**config.mk**
```make
export PLATFORM = sky130hd
export DESIGN_NAME = incremental_pid_with_antiwindup_top
export DESIGN_NICKNAME = d
export VERILOG_FILES = /design/src/ipid_pkg.sv /design/src/ipid_cfg_regs.sv /design/src/ipid_front.sv /design/src/ipid_out.sv /design/src/incremental_pid_with_antiwindup_top.sv
export SDC_FILE = /design/constraint.sdc
export NUM_CORES = 2
export LEC_CHECK = 0
export ABC_AREA = 1
export BUFFER_PORTS_ARGS = -buffer_cell sky130_fd_sc_hd__buf_2
export CAP_MARGIN = 10
export CORE_MARGIN = 2
export CORE_UTILIZATION = 55
export DETAILED_ROUTE_END_ITERATION = 7
export PLACE_DENSITY = 0.74
export SKIP_CTS_REPAIR_TIMING = 1
export SYNTH_ARGS = -nofsm -noshare
export SYNTH_HDL_FRONTEND = slang
export SYNTH_SLANG_ARGS = --single-unit
```
**constraint.sdc**
```tcl
create_clock -name clk -period 12.5 [get_ports clk]
set_input_delay 0.625 -clock clk [delete_from_list [all_inputs] [get_ports clk]]
set_output_delay 0.625 -clock clk [all_outputs]
set_load 0.02 [all_outputs]
```
**src/ipid_pkg.sv**
```systemverilog
package ipid_pkg;

  // Field and register widths
  localparam int DATA_W     = 16;
  localparam int ERR_W      = DATA_W + 1;      // target - measured
  localparam int DP_W       = ERR_W + 1;       // e - e1
  localparam int DD_W       = ERR_W + 2;       // e - 2*e1 + e2
  localparam int PROD_W     = DATA_W + DD_W;   // widest gain product
  localparam int SUM_W      = PROD_W + 2;      // sum of three products
  localparam int CFG_ADDR_W = 3;
  localparam int IN_DATA_W  = 2 * DATA_W;

  localparam int DEF_GAIN_FRAC_BITS = 12;

  // Register reset values
  localparam logic signed [DATA_W-1:0] FLOOR_RST = 16'sh8000;
  localparam logic signed [DATA_W-1:0] CEIL_RST  = 16'sh7FFF;

  // Register indexes
  typedef enum logic [CFG_ADDR_W-1:0] {
    CFG_GAIN_P = 3'd0,
    CFG_GAIN_I = 3'd1,
    CFG_GAIN_D = 3'd2,
    CFG_FLOOR  = 3'd3,
    CFG_CEIL   = 3'd4
  } cfg_idx_t;

  // Configuration as seen by the datapath
  typedef struct packed {
    logic signed [DATA_W-1:0] gain_p;
    logic signed [DATA_W-1:0] gain_i;
    logic signed [DATA_W-1:0] gain_d;
    logic signed [DATA_W-1:0] floor_lim;
    logic signed [DATA_W-1:0] ceil_lim;
  } cfg_t;

  // Product stage contents
  typedef struct packed {
    logic                     clear;
    logic signed [PROD_W-1:0] prod_p;
    logic signed [PROD_W-1:0] prod_i;
    logic signed [PROD_W-1:0] prod_d;
  } prod_t;

endpackage

```
**src/ipid_cfg_regs.sv**
```systemverilog
module ipid_cfg_regs (
  input  logic                            clk,
  input  logic                            rst_n,
  input  logic                            cfg_we,
  input  logic [ipid_pkg::CFG_ADDR_W-1:0] cfg_addr,
  input  logic [ipid_pkg::DATA_W-1:0]     cfg_wdata,
  output ipid_pkg::cfg_t                  cfg
);
  import ipid_pkg::*;

  cfg_t cfg_r;
  cfg_t cfg_nxt;

  // Decode the write into the selected register
  always_comb begin
    cfg_nxt = cfg_r;
    if (cfg_we) begin
      case (cfg_idx_t'(cfg_addr))
        CFG_GAIN_P: cfg_nxt.gain_p    = cfg_wdata;
        CFG_GAIN_I: cfg_nxt.gain_i    = cfg_wdata;
        CFG_GAIN_D: cfg_nxt.gain_d    = cfg_wdata;
        CFG_FLOOR:  cfg_nxt.floor_lim = cfg_wdata;
        CFG_CEIL:   cfg_nxt.ceil_lim  = cfg_wdata;
        default:    cfg_nxt = cfg_r;
      endcase
    end
  end

  always_ff @(posedge clk) begin
    if (!rst_n) begin
      cfg_r.gain_p    <= '0;
      cfg_r.gain_i    <= '0;
      cfg_r.gain_d    <= '0;
      cfg_r.floor_lim <= FLOOR_RST;
      cfg_r.ceil_lim  <= CEIL_RST;
    end else begin
      cfg_r <= cfg_nxt;
    end
  end

  assign cfg = cfg_r;

endmodule

```
**src/ipid_front.sv**
```systemverilog
module ipid_front (
  input  logic                           clk,
  input  logic                           rst_n,
  input  ipid_pkg::cfg_t                 cfg,
  input  logic                           in_tvalid,
  output logic                           in_tready,
  input  logic                           in_tuser,   // [0] action
  input  logic [ipid_pkg::IN_DATA_W-1:0] in_tdata,   // [15:0] target, [31:16] measured
  output ipid_pkg::prod_t                prod,
  output logic                           prod_valid,
  input  logic                           prod_ready
);
  import ipid_pkg::*;

  // Input register
  logic                     a_valid_r;
  logic                     a_clear_r;
  logic signed [DATA_W-1:0] a_target_r;
  logic signed [DATA_W-1:0] a_meas_r;

  // Product register
  logic  b_valid_r;
  prod_t b_r;
  prod_t b_nxt;

  // Error history
  logic signed [ERR_W-1:0] e1_r;
  logic signed [ERR_W-1:0] e2_r;
  logic signed [ERR_W-1:0] e1_nxt;
  logic signed [ERR_W-1:0] e2_nxt;

  logic signed [ERR_W-1:0] err;
  logic signed [DP_W-1:0]  dp;
  logic signed [DD_W-1:0]  dd;

  logic b_ready;
  logic a_ready;
  logic ld_b;

  assign b_ready   = !b_valid_r || prod_ready;
  assign ld_b      = a_valid_r && b_ready;
  assign a_ready   = !a_valid_r || b_ready;
  assign in_tready = a_ready;

  // Error and its differences
  assign err = ERR_W'(a_target_r) - ERR_W'(a_meas_r);
  assign dp  = DP_W'(err) - DP_W'(e1_r);
  assign dd  = DD_W'(err) - (DD_W'(e1_r) <<< 1) + DD_W'(e2_r);

  // Gain products and history update
  always_comb begin
    b_nxt.clear  = a_clear_r;
    b_nxt.prod_p = PROD_W'(cfg.gain_p) * PROD_W'(dp);
    b_nxt.prod_i = PROD_W'(cfg.gain_i) * PROD_W'(err);
    b_nxt.prod_d = PROD_W'(cfg.gain_d) * PROD_W'(dd);
    if (a_clear_r) begin
      e1_nxt = '0;
      e2_nxt = '0;
    end else begin
      e1_nxt = err;
      e2_nxt = e1_r;
    end
  end

  // Advance the stages
  always_ff @(posedge clk) begin
    if (!rst_n) begin
      a_valid_r <= 1'b0;
      b_valid_r <= 1'b0;
      e1_r      <= '0;
      e2_r      <= '0;
    end else begin
      if (a_ready) begin
        a_valid_r <= in_tvalid;
      end
      if (ld_b) begin
        b_valid_r <= 1'b1;
        e1_r      <= e1_nxt;
        e2_r      <= e2_nxt;
      end else if (prod_ready) begin
        b_valid_r <= 1'b0;
      end
    end
  end

  // Payload registers
  always_ff @(posedge clk) begin
    if (in_tvalid && a_ready) begin
      a_clear_r  <= in_tuser;
      a_target_r <= in_tdata[DATA_W-1:0];
      a_meas_r   <= in_tdata[IN_DATA_W-1:DATA_W];
    end
    if (ld_b) begin
      b_r <= b_nxt;
    end
  end

  assign prod       = b_r;
  assign prod_valid = b_valid_r;

`ifndef NO_ASSERTIONS
  a_clear_hist: assert property (@(posedge clk) disable iff (!rst_n)
    ld_b && a_clear_r |=> e1_r == '0 && e2_r == '0)
    else $error("error history not cleared");

  a_shift_hist: assert property (@(posedge clk) disable iff (!rst_n)
    ld_b && !a_clear_r |=> e2_r == $past(e1_r))
    else $error("error history did not shift");

  a_hold_hist: assert property (@(posedge clk) disable iff (!rst_n)
    !ld_b |=> $stable(e1_r) && $stable(e2_r))
    else $error("error history changed without an item");
`endif

endmodule

```
**src/ipid_out.sv**
```systemverilog
module ipid_out #(
  parameter int GAIN_FRAC_BITS = ipid_pkg::DEF_GAIN_FRAC_BITS
) (
  input  logic                        clk,
  input  logic                        rst_n,
  input  ipid_pkg::cfg_t              cfg,
  input  ipid_pkg::prod_t             prod,
  input  logic                        prod_valid,
  output logic                        prod_ready,
  output logic                        out_tvalid,
  input  logic                        out_tready,
  output logic [ipid_pkg::DATA_W-1:0] out_tdata   // [15:0] drive
);
  import ipid_pkg::*;

  localparam int DU_W  = SUM_W - GAIN_FRAC_BITS;
  localparam int EXT_W = DU_W + 1;

  logic signed [DATA_W-1:0] accum_r;
  logic signed [DATA_W-1:0] accum_nxt;
  logic signed [DATA_W-1:0] drive_r;
  logic                     out_valid_r;

  logic signed [SUM_W-1:0] sum;
  logic signed [DU_W-1:0]  du;
  logic signed [EXT_W-1:0] acc_x;
  logic signed [EXT_W-1:0] du_x;
  logic signed [EXT_W-1:0] ceil_x;
  logic signed [EXT_W-1:0] floor_x;
  logic signed [EXT_W-1:0] tmp;
  logic signed [EXT_W-1:0] room;
  logic signed [EXT_W-1:0] du_adj;
  logic signed [EXT_W-1:0] o_raw;
  logic signed [EXT_W-1:0] o_clamp;
  logic                    ld_c;

  assign prod_ready = !out_valid_r || out_tready;
  assign ld_c       = prod_valid && prod_ready;

  // Sum the products and drop the gain fraction
  assign sum = SUM_W'(prod.prod_p) + SUM_W'(prod.prod_i) + SUM_W'(prod.prod_d);
  assign du  = DU_W'(sum >>> GAIN_FRAC_BITS);

  assign acc_x   = EXT_W'(accum_r);
  assign du_x    = EXT_W'(du);
  assign ceil_x  = EXT_W'(cfg.ceil_lim);
  assign floor_x = EXT_W'(cfg.floor_lim);
  assign tmp     = acc_x + du_x;

  // Anti-windup: trim an increment that pushes past a limit
  always_comb begin
    du_adj = du_x;
    room   = '0;
    if (tmp > ceil_x) begin
      if (du_x > 0) begin
        room   = ceil_x - acc_x;
        du_adj = (room < 0) ? '0 : room;
      end
    end else if (tmp < floor_x) begin
      if (du_x < 0) begin
        room   = floor_x - acc_x;
        du_adj = (room > 0) ? '0 : room;
      end
    end
  end

  // Accumulate and clamp
  assign o_raw = acc_x + du_adj;

  always_comb begin
    if (o_raw > ceil_x) begin
      o_clamp = ceil_x;
    end else if (o_raw < floor_x) begin
      o_clamp = floor_x;
    end else begin
      o_clamp = o_raw;
    end
    if (prod.clear) begin
      accum_nxt = '0;
    end else begin
      accum_nxt = o_clamp[DATA_W-1:0];
    end
  end

  always_ff @(posedge clk) begin
    if (!rst_n) begin
      out_valid_r <= 1'b0;
      accum_r     <= '0;
    end else begin
      if (ld_c) begin
        out_valid_r <= 1'b1;
        accum_r     <= accum_nxt;
      end else if (out_tready) begin
        out_valid_r <= 1'b0;
      end
    end
  end

  // Result register
  always_ff @(posedge clk) begin
    if (ld_c) begin
      drive_r <= accum_nxt;
    end
  end

  assign out_tvalid = out_valid_r;
  assign out_tdata  = drive_r;

`ifndef NO_ASSERTIONS
  a_clear_out: assert property (@(posedge clk) disable iff (!rst_n)
    ld_c && prod.clear |=> accum_r == '0)
    else $error("output not cleared by clear item");

  a_in_limits: assert property (@(posedge clk) disable iff (!rst_n)
    ld_c && !prod.clear && cfg.floor_lim <= cfg.ceil_lim
      |=> accum_r >= cfg.floor_lim && accum_r <= cfg.ceil_lim)
    else $error("output outside limits");

  a_drive_accum: assert property (@(posedge clk) disable iff (!rst_n)
    out_valid_r |-> drive_r == accum_r)
    else $error("result differs from accumulator");
`endif

endmodule

```
**src/incremental_pid_with_antiwindup_top.sv**
```systemverilog
// Incremental PID controller with anti-windup, Q1.15 data and Q4.12 gains.
// Input channel in_*: in_tuser is the action (0 = update, 1 = clear history
// and output); in_tdata carries target in [15:0] and measured in [31:16].
// Result channel out_*: one item per input item, drive in out_tdata[15:0].
// Configuration: cfg_we with cfg_addr 0..4 writes proportional, integral and
// derivative gain, output floor and output ceiling; other addresses do nothing.
// Write the registers only while no item is in flight.
// Path: the input register takes an accepted item, the product register
// follows, and the result leaves from the output register.
// Throughput: one item per cycle while out_tready is high; the three gain products
// are formed in parallel and the accumulate/clamp loop closes through one register.
// Reset (rst_n low, synchronous) clears error history, output accumulator and
// gains, and sets the limits to -1.0 and just below +1.0.
// When out_tready is low the result holds; the two inner stages still fill,
// so up to two more items are taken before in_tready drops.
module incremental_pid_with_antiwindup_top #(
  parameter int GAIN_FRAC_BITS = ipid_pkg::DEF_GAIN_FRAC_BITS
) (
  input  logic                            clk,
  input  logic                            rst_n,
  input  logic                            in_tvalid,
  output logic                            in_tready,
  input  logic                            in_tuser,   // [0] action
  input  logic [ipid_pkg::IN_DATA_W-1:0]  in_tdata,   // [15:0] target, [31:16] measured
  output logic                            out_tvalid,
  input  logic                            out_tready,
  output logic [ipid_pkg::DATA_W-1:0]     out_tdata,  // [15:0] drive
  input  logic                            cfg_we,
  input  logic [ipid_pkg::CFG_ADDR_W-1:0] cfg_addr,
  input  logic [ipid_pkg::DATA_W-1:0]     cfg_wdata
);
  import ipid_pkg::*;

  cfg_t  cfg;
  prod_t prod;
  logic  prod_valid;
  logic  prod_ready;

  ipid_cfg_regs u_cfg (
    .clk       (clk),
    .rst_n     (rst_n),
    .cfg_we    (cfg_we),
    .cfg_addr  (cfg_addr),
    .cfg_wdata (cfg_wdata),
    .cfg       (cfg)
  );

  ipid_front u_front (
    .clk        (clk),
    .rst_n      (rst_n),
    .cfg        (cfg),
    .in_tvalid  (in_tvalid),
    .in_tready  (in_tready),
    .in_tuser   (in_tuser),
    .in_tdata   (in_tdata),
    .prod       (prod),
    .prod_valid (prod_valid),
    .prod_ready (prod_ready)
  );

  ipid_out #(
    .GAIN_FRAC_BITS (GAIN_FRAC_BITS)
  ) u_out (
    .clk        (clk),
    .rst_n      (rst_n),
    .cfg        (cfg),
    .prod       (prod),
    .prod_valid (prod_valid),
    .prod_ready (prod_ready),
    .out_tvalid (out_tvalid),
    .out_tready (out_tready),
    .out_tdata  (out_tdata)
  );

endmodule
```
==> impl_metrics.env <==
export IMPL_netlist_area_um2=54040
export IMPL_yosysSeqAreaShare_pct=13.37
export IMPL_grtUsageTotal_pct=35.02
export IMPL_final_setup_tns_ns=0
export IMPL_start_util_pct=55.71
export IMPL_period_minus_slack_ns=11.44
export IMPL_timing_critical_path_required_ns=12.85
export IMPL_slowest_stage="fa_1"
export IMPL_vias_per_cell=5.652
export IMPL_setup_violations=0
export IMPL_cp_common_cell="nand2_1"
export IMPL_syn_num_nets=8167
export IMPL_final_common_cell="inv_1"
export IMPL_clock_path_buffers=3
export IMPL_clkTransAtPathRegs_ns=0.06
export IMPL_hpwl_mm=142.6
export IMPL_fmax_mhz=87.45
export IMPL_whs_path_depth=1
export IMPL_synth_distinct_cells=52
export IMPL_ios=75
export IMPL_critPathArrivalTime_ns=11.78
export IMPL_grt_pass1_wl_mm=268.8
export IMPL_fillers=8846
export IMPL_hold_viol_final=0
export IMPL_die_h_um=317.5
export IMPL_min_path_type="input port to register"
export IMPL_cp_max_fo=17
export IMPL_synthCells=6654
export IMPL_ys_warnings_count=0
export IMPL_ant_nets=0
export IMPL_drive_gt1_share_pct=3.787
export IMPL_die_area_um2=100800
export IMPL_cts_buffers=35
export IMPL_path_class="register to register"
export IMPL_coreArea_um2=96990
export IMPL_crit_path_start_kind="register"
export IMPL_r2r_cells=57
export IMPL_wl_mm=172.8
export IMPL_wire_per_inst_um=21.68
export IMPL_tightest_slew_ns=1.168
export IMPL_finalMaxSlewViolations=0
export IMPL_pre_cts_ws_ns=1.159
export IMPL_slew_headroom_pct=22.00
export IMPL_gp_congestion=1.045
export IMPL_fp_row_count=114
export IMPL_firstDrtPassIters=6
export IMPL_die_w_um=317.5
export IMPL_final_cell_mix="inv_1, nand2_1, fa_1"
export IMPL_yosys_register_bits=285
export IMPL_fin_nets=8167
export IMPL_drc=0
export IMPL_cp_end_kind="register"
export IMPL_synth_area_per_cell_um2=8.121
export IMPL_syn_to_final_growth_pct=5.416
export IMPL_hold_ws_ns=0.1957
export IMPL_initialDrtViolationCount=4086
export IMPL_layout_worst_path_cycle_share_pct=91.48
export IMPL_drv_cap=0
export IMPL_grt_ovfl_total=0
export IMPL_status="finished clean"
export IMPL_setup_slack_ns=1.065
export IMPL_grt_pass1_vias=46450
export IMPL_port_buffers=74
export IMPL_grt_max_degree=77
export IMPL_antenna_found_initial=8
export IMPL_cts_max_level=2
export IMPL_root_buffer="clkbuf_16"
export IMPL_cts_sinks=285
export IMPL_final_util_pct=58.73
export IMPL_clk_latency_ns=0.61
export IMPL_slowest_delay_ns=0.51
export IMPL_cts_tree="built"
export IMPL_rsz0062_at_grt="no"
export IMPL_finClkSkew_ns=0.03366
export IMPL_vias=45040
## cells in the mapped netlist, drive strengths merged
cell type	n	share of area (%)
nor2	573	4.0
a211oi	8	0.11
a41oi	1	0.016
o21bai	20	0.28
nor3	51	0.50
dfxtp	133	4.9
or2	48	0.56
nor4b	1	0.016
nor4	15	0.19
a311o	1	0.019
xnor2	82	1.3
nand3b	6	0.083
a21boi	8	0.11
nand2b	3	0.035
o2111ai	10	0.16
a22oi	3	0.042
clkinv	24	0.17
o21ai	206	1.9
o221ai	12	0.19
nand3	220	2.0
buf	15	0.17
inv	1430	9.9
nand2	1311	9.1
a2111oi	1	0.016
nor3b	1	0.023
fa	928	34
a21oi	470	4.4
clkbuf	149	1.0
o41ai	1	0.016
a2bb2oi	2	0.032
o21a	16	0.22
and3	1	0.012
a221oi	3	0.049
o31ai	4	0.056
ha	528	12
a21o	19	0.26
nand4	28	0.32
edfxtp	152	8.4
a31oi	15	0.17
xor2	126	2.0
o211ai	29	0.40
## routing by layer
layer | wire (um) | GRT usage (%) | vias to the layer above
li1 | - | - | 20490
met2 | 77230 | 55.28 | 2084
met1 | 69010 | 45.91 | 21960
met5 | 26 | 0 | -
met4 | 10450 | 18.19 | 4
met3 | 16060 | 7.026 | 503
## state kept, by name (all words and copies together) (netlist names)
name	flops
u_front.prod	103
u_cfg.cfg	80
u_front.e1_r	17
u_front.e2_r	17
u_front.a_meas_r	16
u_front.a_target_r	16
u_out.accum_r	16
u_out.out_tdata	16
u_front.a_clear_r	1
u_front.a_valid_r	1
u_front.prod_valid	1
u_out.out_tvalid	1
## metrics by stage
| stage | cell area, um2 | std cells |
|---|---|---|
| 6_report | 56970 | 7969 |
| 5_1_grt | 56950 | 7962 |
| 3_5_place_dp | 55810 | 7893 |
| 3_3_place_gp | 55810 | 7893 |
| 4_1_cts | 56930 | 7957 |
| 2_1_floorplan | 54040 | 6654 |
## worst max-delay path: cells and delay by family, from the launching register on
kind,cells,cell delay (ns)
buf+inv,6,0.63
simple gates,24,3.47
xor+xnor,3,0.62
flops,1,0.39
compound gates,17,3.83
fa+ha+maj,7,2.23
## final timing paths
| path | from | endpoint | slack, ns |
|---|---|---|---|
| worst max-delay path | u_front.prod[13] | u_out.out_tdata[0] | 1.06 |
| worst min-delay path | in_tdata[5] | u_front.a_target_r[5] | 0.20 |
| worst max register to register | u_front.prod[13] | u_out.out_tdata[0] | 1.06 |
| worst min register to register | u_front.e1_r[6] | u_front.e2_r[6] | 0.47 |
## kinds of logic (layout without fill, tap and decap cells)
group,after synthesis,after routing,synth area share (%)
compound gates,829,829,8.446
xor+xnor,208,208,3.371
simple gates,2258,2258,16.90
fa+ha+maj,1456,1456,46.60
flops,285,285,13.37
other cells,0,12,0
buf+inv,1618,1645,11.30
## area by class of cell
class,count,area (um2),share of cell area [%]
Clock buffer,44,952.2,1.671
Clock inverter,20,168.9,0.2965
Tap cell,1276,1597,2.803
Timing Repair Buffer,127,768.2,1.349
Multi-Input combinational cell,4751,40760,71.56
Inverter,1454,5460,9.585
Antenna cell,12,30.03,0.05271
Sequential cell,285,7227,12.69
Power is not shown: default switching activity piles up to over one toggle a cycle in this logic, so the estimate is an artifact.
